[src/sv/periodic_pattern_overlay_macros.svh]
// ----------------------------------------------------------------------------
// Periodic pattern overlay assertion macros
// Shorthand for the clocked checks used in the overlay RTL.
// ----------------------------------------------------------------------------
`ifndef PERIODIC_PATTERN_OVERLAY_MACROS_SVH
`define PERIODIC_PATTERN_OVERLAY_MACROS_SVH

// same-cycle implication, held off during reset
`define PPO_ASSERT_SAME(label, clk, rst, pre, post, msg) \
  label: assert property (@(posedge clk) disable iff (rst) (pre) |-> (post)) \
    else $error(msg);

// next-cycle implication, held off during reset
`define PPO_ASSERT_NEXT(label, clk, rst, pre, post, msg) \
  label: assert property (@(posedge clk) disable iff (rst) (pre) |=> (post)) \
    else $error(msg);

`endif

[src/sv/ppo_div.sv]
// ----------------------------------------------------------------------------
// Pipelined restoring divider
// One quotient bit per stage; the divisor is a static input. The top
// (NUM_W - STEPS) numerator bits must already be below the divisor.
// ----------------------------------------------------------------------------
module ppo_div #(
  parameter int NUM_W = 25,
  parameter int DEN_W = 12,
  parameter int STEPS = 25,
  parameter int TAG_W = 8
) (
  input  logic             clk,
  input  logic             rst,
  input  logic             en,
  input  logic             in_valid,
  input  logic [NUM_W-1:0] num,
  input  logic [DEN_W-1:0] den,
  input  logic [TAG_W-1:0] tag_in,
  output logic             out_valid,
  output logic [STEPS-1:0] quo,
  output logic [DEN_W-1:0] rem,
  output logic [TAG_W-1:0] tag_out
);

  logic             vq [STEPS];
  logic [DEN_W-1:0] rq [STEPS];
  logic [STEPS-1:0] qq [STEPS];
  logic [NUM_W-1:0] nq [STEPS];
  logic [TAG_W-1:0] tq [STEPS];

  logic [DEN_W-1:0] rem0;

  assign rem0 = DEN_W'(num >> STEPS);

  for (genvar i = 0; i < STEPS; i++) begin : g_step
    logic             v_prev;
    logic [DEN_W-1:0] r_prev;
    logic [STEPS-1:0] q_prev;
    logic [NUM_W-1:0] n_prev;
    logic [TAG_W-1:0] t_prev;
    logic [DEN_W:0]   trial;
    logic             ge;

    if (i == 0) begin : g_first
      assign v_prev = in_valid;
      assign r_prev = rem0;
      assign q_prev = '0;
      assign n_prev = num;
      assign t_prev = tag_in;
    end else begin : g_next
      assign v_prev = vq[i-1];
      assign r_prev = rq[i-1];
      assign q_prev = qq[i-1];
      assign n_prev = nq[i-1];
      assign t_prev = tq[i-1];
    end

    // bring down the next numerator bit
    assign trial = {r_prev, n_prev[STEPS-1-i]};
    assign ge    = trial >= {1'b0, den};

    always_ff @(posedge clk) begin
      if (rst) begin
        vq[i] <= 1'b0;
      end else if (en) begin
        vq[i] <= v_prev;
      end
    end

    always_ff @(posedge clk) begin
      if (en) begin
        rq[i] <= ge ? DEN_W'(trial - {1'b0, den}) : trial[DEN_W-1:0];
        qq[i] <= (q_prev << 1) | STEPS'(ge);
        nq[i] <= n_prev;
        tq[i] <= t_prev;
      end
    end
  end

  assign out_valid = vq[STEPS-1];
  assign quo       = qq[STEPS-1];
  assign rem       = rq[STEPS-1];
  assign tag_out   = tq[STEPS-1];

endmodule

[config.mk]
export PLATFORM = sky130hd
export DESIGN_NAME = ppo_div
export DESIGN_NICKNAME = d
export VERILOG_FILES = /design/src/sv/periodic_pattern_overlay_macros.svh /design/src/sv/ppo_div.sv
export SDC_FILE = /design/constraint.sdc
export NUM_CORES = 2
export LEC_CHECK = 0
export BUFFER_PORTS_ARGS = -buffer_cell sky130_fd_sc_hd__buf_2
export CAP_MARGIN = 20
export CORE_ASPECT_RATIO = 2
export CORE_UTILIZATION = 55
export CTS_BUF_LIST = sky130_fd_sc_hd__clkbuf_4 sky130_fd_sc_hd__clkbuf_8 sky130_fd_sc_hd__clkbuf_16
export DETAILED_ROUTE_END_ITERATION = 8
export HOLD_SLACK_MARGIN = 0.15
export PLACE_DENSITY = 0.74
export SLEW_MARGIN = 20
export SYNTH_ARGS = -nofsm -noshare
export SYNTH_HDL_FRONTEND = slang
export SYNTH_SLANG_ARGS = --single-unit
[constraint.sdc]
create_clock -name clk -period 4.47 [get_ports clk]
set_input_delay 0.894 -clock clk [delete_from_list [all_inputs] [get_ports clk]]
set_output_delay 0.894 -clock clk [all_outputs]
set_load 0.03 [all_outputs]
==> reports/metrics.yaml <==
floorplanning:
  num_io_pins: 95
  initial_core_util: 0.555
  fp-row-count: 157
  core-area_sq_um: 91700
  dieArea_sq_um: 93900
  die_height_um: 432
  fp.dieW_um: 217
drt:
  drt_wl_total_um: 92900
  drc: 0
  dr.pass1.iters: 5
  wl_met1_um: 34200
  vias_per_cell: 5.69
  drt_iter0_drc: 1744
  route.vias.total: 27933
  top_layer: "met4"
  final_antenna_net_count: 0
  met2WireLength_um: 50000
  wl_met3_um: 3010
  routedWlPerCell_um: 18.9
worst_setup_path:
  crit_start: "den[2]"
  ff2ff_path_depth: 9
  start_kind: "input pin"
  r2r_slack_ns: 1.19
  r2r_start: "rq[1][25]"
  path_class: "input pin to flop"
  path_max_fanout: 13
  r2r-end: "rq[1][39]"
  cp.required_ns: 4.91
  crit_arrival_ns: 3.92
  cp-end-kind: "flop"
global_routing:
  first_global_vias: 28674
  grt_max_degree: 176
  grt.total_usage: 0.202
  antenna_found_initial: 0
  grt_pass1_wl_um: 146000
  grt-ovfl-total: 0
cells_and_area:
  antenna_cells: 0
  area_growth_syn_to_layout_pct: 11.5
  post-route-util: 0.619
  final_common_cell: "edfxtp_1"
  fin_nets: 3995
  layout-drive-gt1-share: 0.144
  final_cells: 4905
  final_cell_mix: "1150 x edfxtp_1, 290 x ha_1, 238 x a21oi_1"
  final_cell_area_sq_um: 56800
sta:
  tightestPinTransition_ns: 0.984
  slew_violations: 0
  slew_headroom: 0.339
  setup_ws_ns: 0.990
  rsz0062_at_grt: "no"
  fin_skew_ns: 0.0464
  fin_crit_sh: 0.779
  hold_viol_final: 0
  holdWs_ns: 0.338
  fmax_mhz: 287
  setup_tns_ns: 0
  final-setup-viol-count: 0
  fin_crit_ns: 3.48
clock_tree:
  post_cts_buffers: 0
  cts-resized-gates: 0
  numCtsBuffers: 97
  clk_pin_slew_worst_paths_ns: 0.07
  clkSinkCount: 1150
  clock-root-buffer: "clkbuf_16"
  cts-htree-levels: 3
  hold_buffers: 0
  cts_buffer_depth: 3
  cts_tree: "done"
  worstSkewPairLatency_ns: 0.73
place:
  io_buffers: 94
  place_inst: 4725
  dp_worst_setup_slack_ns: 0.265
  place.gp.congestion: 0.894
  placed_cell_area_sq_um: 53500
  hpwl_um: 64200
run_status:
  status: "finished, final reports clean"
synth:
  synth_area_leaders: "edfxtp_1 68%, ha_1 7.1%, mux2_2 3.6%"
  synth_area_sq_um: 50900
  synthXorXnorAreaFrac: 0.0328
  synth_cells: 3395
  synth_cell_types: 66
  synthAdderAreaFrac: 0.0806
  synth_enable_flop_cells: 1150
  synth_top_area_share: 0.678
  yosys.area.top_type: "edfxtp_1"
  synthArstFlopShare: 0
  synthesis.nets: 3758
  ys_warn_count: 0
  synth_top_family_by_area: "compound AO/OA/AOI/OAI gates"
  synthMuxAreaShare: 0.0443
  synth-simple-area-share: 0.0702
  seq_area_frac_synth: 0.678
  synth-compound-area-share: 0.0820
  syn_area_per_cell_sq_um: 15.0
  synth_top_flop_cell: "edfxtp_1"
  synth_seq_cells: 1150
power_and_ir_drop:
  p_leak_nw: 21.5
  power_mw: 36.9
  irDropWorstVdd_v: 0.000560
  power_density_nw_per_um2: 650
hold_path:
  min_to: "nq[0][20]"
  hold_start: "num[20]"
  hold_depth: 1
  hold_path.class: "input pin to flop"
run:
  maxCapViolCount: 0
-- metal layers --
layer,up-vias,GRT usage
li1,13496,-
met1,13648,0.213
met2,535,0.372
met3,254,0.0298
met4,0,0.128
met5,-,0
-- worst max-delay path by stage --
stage / cells after the start / end
floorplan: 10 / rq[0][52]
finish: 11 / rq[1][39]
detailed placement: 11 / rq[0][51]
global placement: 11 / rq[0][56]
CTS: 11 / rq[0][59]
global route: 12 / rq[2][81]
-- synth_stat cells, drive strengths merged, types with 4 or more instances --
master and count:
edfxtp 1150, ha 290, a21oi 239, nor2 209
mux2 163, o21ai 139, inv 117, a21o 116
xnor2 106, xor2 85, nand2 82, nand3 70
nand2b 64, nor2b 53, and2 44, nor3 44
mux2i 42, and3 41, clkbuf 30, or3 30
a211oi 29, fa 24, a31oi 22, nor4 22
o22ai 18, o21a 16, or2 16, buf 14
o31a 14, nand4 11, o211ai 11, a311o 10
a2bb2oi 9, a21boi 8, a211o 7, a2111oi 6
and4 5, o21bai 5, nor4b 4
-- cells by family (layout without fill, tap and decap cells) --
| group | after synthesis | count (layout) |
|---|---|---|
| flops | 1150 | 1150 |
| simple gates | 703 | 703 |
| compound gates | 671 | 671 |
| fa+ha+maj | 314 | 314 |
| mux | 205 | 205 |
| xor+xnor | 191 | 191 |
| buf+inv | 161 | 479 |
-- report_power, final --
part           total (mW)  switching, mW  internal (mW)  leakage (nW)
clock                8.59           3.86           4.73          1.58
sequential           15.6          0.981           14.7          11.2
combinational        12.7           6.74           5.97          8.73
total                36.9           11.6           25.4          21.5
-- worst max-delay path, cell delays in order --
cell       delay [ns]
buf_2            0.10
inv_1            0.47
ha_1             0.40
o21ai_0          0.26
a21oi_1          0.12
o21ai_1          0.30
a31oi_1          0.14
o2111a_1         0.25
a2111oi_2        0.33
buf_4            0.28
mux2_2           0.36
-- layout make-up --
cell class	instances	area, sq um
Fill cell	6693	34900
Tap cell	1192	1490
Clock buffer	114	2550
Timing Repair Buffer	182	1290
Sequential cell	1150	34500
Multi-Input combinational cell	2084	15800
Clock inverter	66	728
Inverter	117	439
-- registers in the layout (all words and copies together) (netlist names) --
name and count:
nq 300, qq 325, rq 300, vq 25
tq 200
(Power assumes the default switching activity.)
