`src/sv/periodic_pattern_overlay_macros.svh`:
```
// ----------------------------------------------------------------------------
// Periodic pattern overlay assertion macros
// Shorthand for the clocked checks used in the overlay RTL.
// ----------------------------------------------------------------------------
`ifndef PERIODIC_PATTERN_OVERLAY_MACROS_SVH
`define PERIODIC_PATTERN_OVERLAY_MACROS_SVH

// same-cycle implication, held off during reset
`define PPO_ASSERT_SAME(label, clk, rst, pre, post, msg) \
  label: assert property (@(posedge clk) disable iff (rst) (pre) |-> (post)) \
    else $error(msg);

// next-cycle implication, held off during reset
`define PPO_ASSERT_NEXT(label, clk, rst, pre, post, msg) \
  label: assert property (@(posedge clk) disable iff (rst) (pre) |=> (post)) \
    else $error(msg);

`endif

```
`src/sv/ppo_isqrt.sv`:
```
// ----------------------------------------------------------------------------
// Pipelined integer square root
// Digit-by-digit floor square root, two radicand bits per stage.
// ----------------------------------------------------------------------------
module ppo_isqrt #(
  parameter int IN_W  = 26,
  parameter int TAG_W = 8,
  localparam int ROOT_W = IN_W / 2,
  localparam int REM_W  = ROOT_W + 2
) (
  input  logic              clk,
  input  logic              rst,
  input  logic              en,
  input  logic              in_valid,
  input  logic [IN_W-1:0]   value,
  input  logic [TAG_W-1:0]  tag_in,
  output logic              out_valid,
  output logic [ROOT_W-1:0] root,
  output logic [TAG_W-1:0]  tag_out
);

  logic              vq [ROOT_W];
  logic [REM_W-1:0]  rq [ROOT_W];
  logic [ROOT_W-1:0] oq [ROOT_W];
  logic [IN_W-1:0]   xq [ROOT_W];
  logic [TAG_W-1:0]  tq [ROOT_W];

  for (genvar i = 0; i < ROOT_W; i++) begin : g_step
    logic              v_prev;
    logic [REM_W-1:0]  r_prev;
    logic [ROOT_W-1:0] o_prev;
    logic [IN_W-1:0]   x_prev;
    logic [TAG_W-1:0]  t_prev;
    logic [REM_W-1:0]  rem_t;
    logic [REM_W-1:0]  trial;
    logic              ge;

    if (i == 0) begin : g_first
      assign v_prev = in_valid;
      assign r_prev = '0;
      assign o_prev = '0;
      assign x_prev = value;
      assign t_prev = tag_in;
    end else begin : g_next
      assign v_prev = vq[i-1];
      assign r_prev = rq[i-1];
      assign o_prev = oq[i-1];
      assign x_prev = xq[i-1];
      assign t_prev = tq[i-1];
    end

    assign rem_t = {r_prev[REM_W-3:0], x_prev[IN_W-1-2*i -: 2]};
    assign trial = {o_prev, 2'b01};
    assign ge    = rem_t >= trial;

    always_ff @(posedge clk) begin
      if (rst) begin
        vq[i] <= 1'b0;
      end else if (en) begin
        vq[i] <= v_prev;
      end
    end

    always_ff @(posedge clk) begin
      if (en) begin
        rq[i] <= ge ? rem_t - trial : rem_t;
        oq[i] <= (o_prev << 1) | ROOT_W'(ge);
        xq[i] <= x_prev;
        tq[i] <= t_prev;
      end
    end
  end

  assign out_valid = vq[ROOT_W-1];
  assign root      = oq[ROOT_W-1];
  assign tag_out   = tq[ROOT_W-1];

endmodule
```
`config.mk`:
```
export PLATFORM = sky130hd
export DESIGN_NAME = ppo_isqrt
export DESIGN_NICKNAME = d
export VERILOG_FILES = /design/src/sv/periodic_pattern_overlay_macros.svh /design/src/sv/ppo_isqrt.sv
export SDC_FILE = /design/constraint.sdc
export NUM_CORES = 1
export LEC_CHECK = 0
export ABC_AREA = 1
export BUFFER_PORTS_ARGS = -buffer_cell sky130_fd_sc_hd__buf_2
export CAP_MARGIN = 25
export CORE_MARGIN = 5
export CORE_UTILIZATION = 55
export CTS_CLUSTER_DIAMETER = 150
export CTS_CLUSTER_SIZE = 14
export DETAILED_ROUTE_END_ITERATION = 10
export PLACE_DENSITY = 0.83
export SETUP_SLACK_MARGIN = 0.5
export SYNTH_ARGS = -nofsm -noshare
export SYNTH_HDL_FRONTEND = slang
export SYNTH_SLANG_ARGS = --single-unit
```
`constraint.sdc`:
```
create_clock -name clk -period 2.2 [get_ports clk]
set_input_delay 0.44 -clock clk [delete_from_list [all_inputs] [get_ports clk]]
set_output_delay 0.44 -clock clk [all_outputs]
set_load 0.02 [all_outputs]
```
==> results of run 1 <==
layout by cell type, fill, tap and decap left out, types with 14 or more instances in the layout:
master,netlist,layout
nor2_4,4,37
ha_1,102,34
clkbuf_16,0,45
buf_4,3,246
a21oi_4,3,19
inv_1,344,270
a21oi_2,11,26
xor2_1,42,41
edfxtp_1,507,507
nand3_1,114,85
nor2_2,8,24
nand3_2,6,24
nand2_1,626,407
buf_2,7,58
inv_2,17,79
nand2_4,1,58
nand3_4,1,15
nand4_1,54,54
nand2_2,15,175
a21oi_1,55,24
nor2_1,141,94
buf_12,1,14
ha_4,0,65
o21ai_2,8,24
buf_6,6,36
where the power goes:
group | internal [uW] | total, uW | switching (uW)
sequential | 11700 | 12300 | 524
combinational | 2630 | 5990 | 3360
clock | 3600 | 6770 | 3170
routing by layer:
layer  vias up  global-route usage  share of wire
li1       8017                   -              -
met1      8012               0.250           0.38
met2       619               0.374           0.52
met3       211              0.0318          0.047
met4         0              0.0847          0.047
met5         -                   0              0
cell type report:
cell class                 count  area, um2
clock buffer                  45       1130
clock inverter                 1       16.3
fill                        2558      11200
inverter                     363       1420
multi-input combinational   1297       9610
sequential                   507      15200
tap                          539        674
timing repair buffer         357       2880
flip-flops by register name, indices dropped and copies added, names as in the netlist:
register  flops
oq           91
rq          143
tq          104
vq           13
xq          156
metrics by stage:
step	utilization	hold WS, ns
floorplan	-	0.400
global placement	0.602	0.400
detailed placement	0.602	0.405
CTS	0.699	0.0108
global route	0.735	0.0113
finish	0.735	0.0416
worst paths after layout:
| kind | slack [ns] | end |
|---|---|---|
| setup / recovery | 0.17 | rq[2][6]$_DFFE_PP_ |
| hold / removal | 0.04 | xq[0][17]$_DFFE_PP_ |
| setup reg to reg | 0.17 | rq[2][6]$_DFFE_PP_ |
| hold reg to reg | 0.41 | xq[1][84]$_DFFE_PP_ |
cells by family after synthesis:
logic type	Yosys count	share of synthesized area
and+or+nand+nor	1005	0.183
DFF	507	0.646
buffers and inverters	381	0.0643
AOI/OAI and AO/OA	126	0.0317
adders and majority gates	102	0.0542
xor gates and xnor gates	54	0.0201
other	1	0.000159
timing repair:
action                                  in CTS  in global routing
cloned                                      10                  1
hold endpoints to repair                     0                  0
buffers inserted                           177                 91
endpoints found under the setup margin     150                152
gates resized for setup                    388                245
hold buffers                                 0                  0
pin swaps                                  158                137
==> flow_summary.json, run 1 <==
{
  "synth_nets": 2316,
  "area_growth_syn_to_layout_pct": 31.4,
  "antenna_found_initial": 0,
  "setup_viol": 0,
  "drc": 0,
  "setup_slack_ns": 0.171,
  "setup_tns_ns": 0,
  "ir_worst_vdd_uv": 707,
  "power_uw": 25000,
  "cts-buffers-inserted": 42,
  "ant_nets": 0,
  "synthCells": 2176,
  "async_flop_share": 0,
  "netlist_top_cells_area": "edfxtp_1 (65%), nand2_1 (10%), inv_1 (5.5%), ha_1 (5.4%), nand3_1 (2.4%)",
  "hold_viol_final": 0,
  "drive_above_1_share": 0.387,
  "cp-start-kind": "flip-flop",
  "drt-initial-drc-count": 1344,
  "ys_warn_count": 0,
  "vias_per_cell": 5.42,
  "status": "completed",
  "cp_top_family": "flip-flops",
  "max_cap_violations": 0,
  "fp-row-count": 75,
  "pre_cts_slack_ns": 0.0858,
  "worst_pin_slew_ns": 0.524,
  "min-delay-start": "value[17]",
  "overflow": 0,
  "h-tree-depth": 2,
  "fmax_mhz": 493,
  "clock_tree.root_cell": "clkbuf_16",
  "end_kind": "flip-flop",
  "fin_area_mm2": 0.0309,
  "cp_max_fo": 5,
  "setup.worst_path.start": "xq[1][86]$_DFFE_PP_",
  "clock_path_buffers": 3,
  "placed_cells": 2784,
  "finClkSkew_ns": 0.0163,
  "die_y_um": 217,
  "maxSlewViolCount": 0,
  "critPathKind": "flip-flop to flip-flop",
  "start_util": 0.559,
  "crit_slowest_cell": "edfxtp_1",
  "hold_class": "input port to flip-flop",
  "clk_latency_ns": 0.57,
  "nets": 2708,
  "rsz0062_at_grt": "yes",
  "p_per_area_mw_per_mm2": 808,
  "crit-reg2reg-launch": "xq[1][86]$_DFFE_PP_",
  "ios": 60,
  "cts_tree": "done",
  "ys_seq_area_frac": 0.646,
  "dieArea_mm2": 0.0471,
  "path_clk_slew_ns": 0.06,
  "port-buffer-count": 59,
  "synth.ff_latch_count": 507,
  "hold_depth": 1,
  "synth_ff_type": "edfxtp_1",
  "core_area_mm2": 0.0421,
  "syn_area_mm2": 0.0236,
  "p_leak_uw": 0.0132,
  "ys_top_cells_by_count": "nand2_1 (626), edfxtp_1 (507), inv_1 (344)",
  "grtUsageTotal": 0.207,
  "relSlewSlack": 0.648,
  "instances_no_fill": 3109,
  "crit_required_ns": 2.52,
  "avgSynthCellArea_um2": 10.8,
  "drt_pass1_iterations": 7,
  "synth_top_area_frac": 0.646,
  "synth_most_common_cell": "nand2_1",
  "wl_per_cell_um": 17.2,
  "critical_path_arrival_ns": 2.35,
  "crit_cells": 8,
  "wirelength_um": 53600,
  "cpPeakStageDelay_ns": 0.49,
  "die_w_um": 217,
  "dp_hpwl_um": 30400,
  "grt_first_pass_wirelength_um": 79700,
  "vias": 16859,
  "numClockSinks": 507,
  "synth_edf_count": 507,
  "fin_crit_ns": 2.03,
  "cp_cell_sequence": "inv_1, ha_1, nor2_1, nor2_2, o21ai_0, xor2_1, nand2_4, nand2_2",
  "grt_pass1_vias": 16543,
  "period_share": 0.922,
  "crit_buf_inv": 1,
  "synth_largest_area_cell": "edfxtp_1",
  "diodes": 0,
  "place_area_mm2": 0.0254,
  "reg2reg_depth": 8,
  "ys_types": 44,
  "grt_max_degree": 60,
  "gp_congestion": 0.896
}
No activity file was read; power rests on OpenSTA's default activity.
==> run 2: changes to the inputs <==
Settings changed: CELL_PAD_IN_SITES_DETAIL_PLACEMENT set to 1, CELL_PAD_IN_SITES_GLOBAL_PLACEMENT set to 1, CORE_UTILIZATION 55 to 51, PLACE_DENSITY 0.83 to 0.91.
==> run 2 against run 1 <==
- the flow now finishes with violations (hold timing, setup timing)
- clock power grew 14%
- routed wire length grew 130%
- cell count grew 4.8%
- clock skew grew 0.017 ns
- utilization shrank 1.2 points
- worst setup slack lost 1.1 ns
- count of clock-buffer cells in the layout is the same
- critical endpoint is now rq[2][40]$_DFFE_PP_
- largest power group unchanged
==> flow_summary.json, run 2 (synthesis results as in run 1) <==
{
  "status": "finished with violations",
  "violations": "hold timing, setup timing",
  "fmax_mhz": 322,
  "period_share": 1.41,
  "wl_met1_um": 36900,
  "die_y_um": 225,
  "reg2reg_slack_ns": -0.90,
  "numClockSinks": 507,
  "fin_util": 0.722,
  "largest_register": "xq",
  "clock_path_buffers": 3,
  "clock_tree.root_cell": "clkbuf_16",
  "cp-start-kind": "flip-flop",
  "final_common_cell": "edfxtp_1",
  "min-delay-start": "value[11]",
  "cts-buffers-inserted": 42,
  "wl_met3_um": 14800,
  "wl_per_cell_um": 37.6,
  "hold_viol_final": 25,
  "antenna_found_initial": 18,
  "drt_pass1_iterations": 8,
  "vias": 22272,
  "overflow": 0,
  "holdPathEnd": "xq[0][11]$_DFFE_PP_",
  "place_area_mm2": 0.0255,
  "dp_hpwl_um": 43400,
  "p_per_area_mw_per_mm2": 891,
  "path_clk_slew_ns": 0.09,
  "finClkSkew_ns": 0.0335,
  "mostFrequentLayoutCells": "edfxtp_1 (507), buf_4 (308), nand2_1 (304), inv_1 (261), nand2_2 (210)",
  "instances_no_fill": 3259,
  "drc": 0,
  "critical_path_arrival_ns": 3.60,
  "clk_latency_ns": 0.66,
  "worst_pin_slew_ns": 0.700,
  "drt-initial-drc-count": 3573,
  "h-tree-depth": 2,
  "grt_first_pass_wirelength_um": 132000,
  "maxSlewViolCount": 0,
  "fin_crit_ns": 3.10,
  "end_kind": "flip-flop",
  "die_w_um": 225,
  "cts_tree": "done",
  "setup_viol": 69,
  "nets": 2786,
  "pre_cts_slack_ns": -0.113,
  "fp-row-count": 78,
  "reg2reg_depth": 12,
  "crit_required_ns": 2.69,
  "grt_max_degree": 70,
  "drive_above_1_share": 0.467,
  "grtUsageTotal": 0.343,
  "crit-reg2reg-launch": "oq[1][16]$_DFFE_PP_",
  "relSlewSlack": 0.533,
  "hold-worst-slack_ns": -0.0392,
  "ios": 60,
  "start_util": 0.517,
  "port-buffer-count": 59,
  "wl_met2_um": 55000,
  "reg_top3": "xq: 156 flops, rq: 143 flops, tq: 104 flops",
  "hold_class": "input port to flip-flop",
  "largest_reg_flops": 156,
  "fin_area_mm2": 0.0329,
  "core_area_mm2": 0.0456,
  "grt_pass1_vias": 20862,
  "hold_depth": 1,
  "timing.rr.end": "rq[2][40]$_DFFE_PP_",
  "area_growth_syn_to_layout_pct": 39.8,
  "ir_worst_vdd_uv": 826,
  "wirelength_um": 122000,
  "rsz0062_at_grt": "yes",
  "gp_congestion": 0.900,
  "placed_cells": 2855,
  "max_cap_violations": 0,
  "dieArea_mm2": 0.0506,
  "ant_nets": 0,
  "critPathKind": "flip-flop to flip-flop",
  "cp_max_fo": 3,
  "top_layer": "met5",
  "p_leak_uw": 0.0139,
  "setup_slack_ns": -0.902,
  "vias_per_cell": 6.83
}
run 2: cell types whose count changed in the layout (fill, tap and decap cells not counted), sizes merged:
cell,change
diode,+11
nand2,+1
nor2,-1
inv,-1
dlygate4sd3,+1
nand4,-1
clkbuf,+3
clkinv,+2
buf,+74
run 2: through the flow:
step | TNS (ns) | power [uW] | hold slack [ns]
2_1_floorplan | 0 | 15100 | 0.400
3_5_place_dp | -1.56 | 16700 | 0.405
5_1_grt | -13.18 | 29700 | -0.0379
3_3_place_gp | 0 | 16200 | 0.400
4_1_cts | 0 | 24900 | 0.00141
6_report | -12.66 | 29300 | -0.0392
run 2: how the worst max path moves through the flow:
stage / startpoint / slack (ns) / end / depth (start not counted)
after floorplan: rq[1][0]$_DFFE_PP_ / 0.40 / rq[1][20]$_DFFE_PP_ / 11
after global placement: rq[1][0]$_DFFE_PP_ / 0.02 / rq[1][17]$_DFFE_PP_ / 10
after detailed placement: oq[1][18]$_DFFE_PP_ / -0.11 / rq[2][38]$_DFFE_PP_ / 10
after CTS: oq[0][97]$_DFFE_PP_ / 0.23 / rq[2][1]$_DFFE_PP_ / 13
after global routing: oq[1][16]$_DFFE_PP_ / -1.08 / rq[2][40]$_DFFE_PP_ / 11
final: oq[1][16]$_DFFE_PP_ / -0.90 / rq[2][40]$_DFFE_PP_ / 12
run 2: critical path, cell delays in order (launching register included):
cell	delay (ns)
edfxtp_1	0.47
inv_2	0.12
ha_4	0.23
buf_4	0.16
nand2_2	0.08
nand2_2	0.08
inv_1	0.53
nand2_2	0.20
nand2_2	0.13
nand3_1	0.10
nand2_1	0.27
nand3_2	0.32
nand2_1	0.26
run 2: layout make-up:
| class | count | area, um2 |
|---|---|---|
| diodes | 11 | 27.5 |
| clock buffers | 45 | 1130 |
| clock inverters | 1 | 16.3 |
| fillers | 4368 | 12700 |
| inverters | 363 | 1440 |
| multi-input cells | 1296 | 10700 |
| flip-flops and latches | 507 | 15200 |
| well taps | 600 | 751 |
| repair buffers | 435 | 3600 |
| repair inverters | 1 | 16.3 |
run 2: metal layers:
metal | track usage | up-vias
met5 | 0 | -
met4 | 0.218 | 20
met3 | 0.0769 | 1125
met2 | 0.605 | 2374
met1 | 0.373 | 10580
li1 | - | 8173
run 2: power breakdown:
part	total [uW]	switching, uW	internal [uW]
Combinational	8950	5770	3170
Clock	7720	4090	3630
Sequential	12600	900	11700
Total	29300	10800	18500
run 2: timing repair:
item                                    4_1_cts  5_1_grt
endpoints found under the setup margin      151      153
hold buffers                                  0        1
pin swaps                                   153      199
hold endpoints to repair                      0        1
buffers inserted                            180      151
resized for setup                           418      517
gates cloned                                 13        2
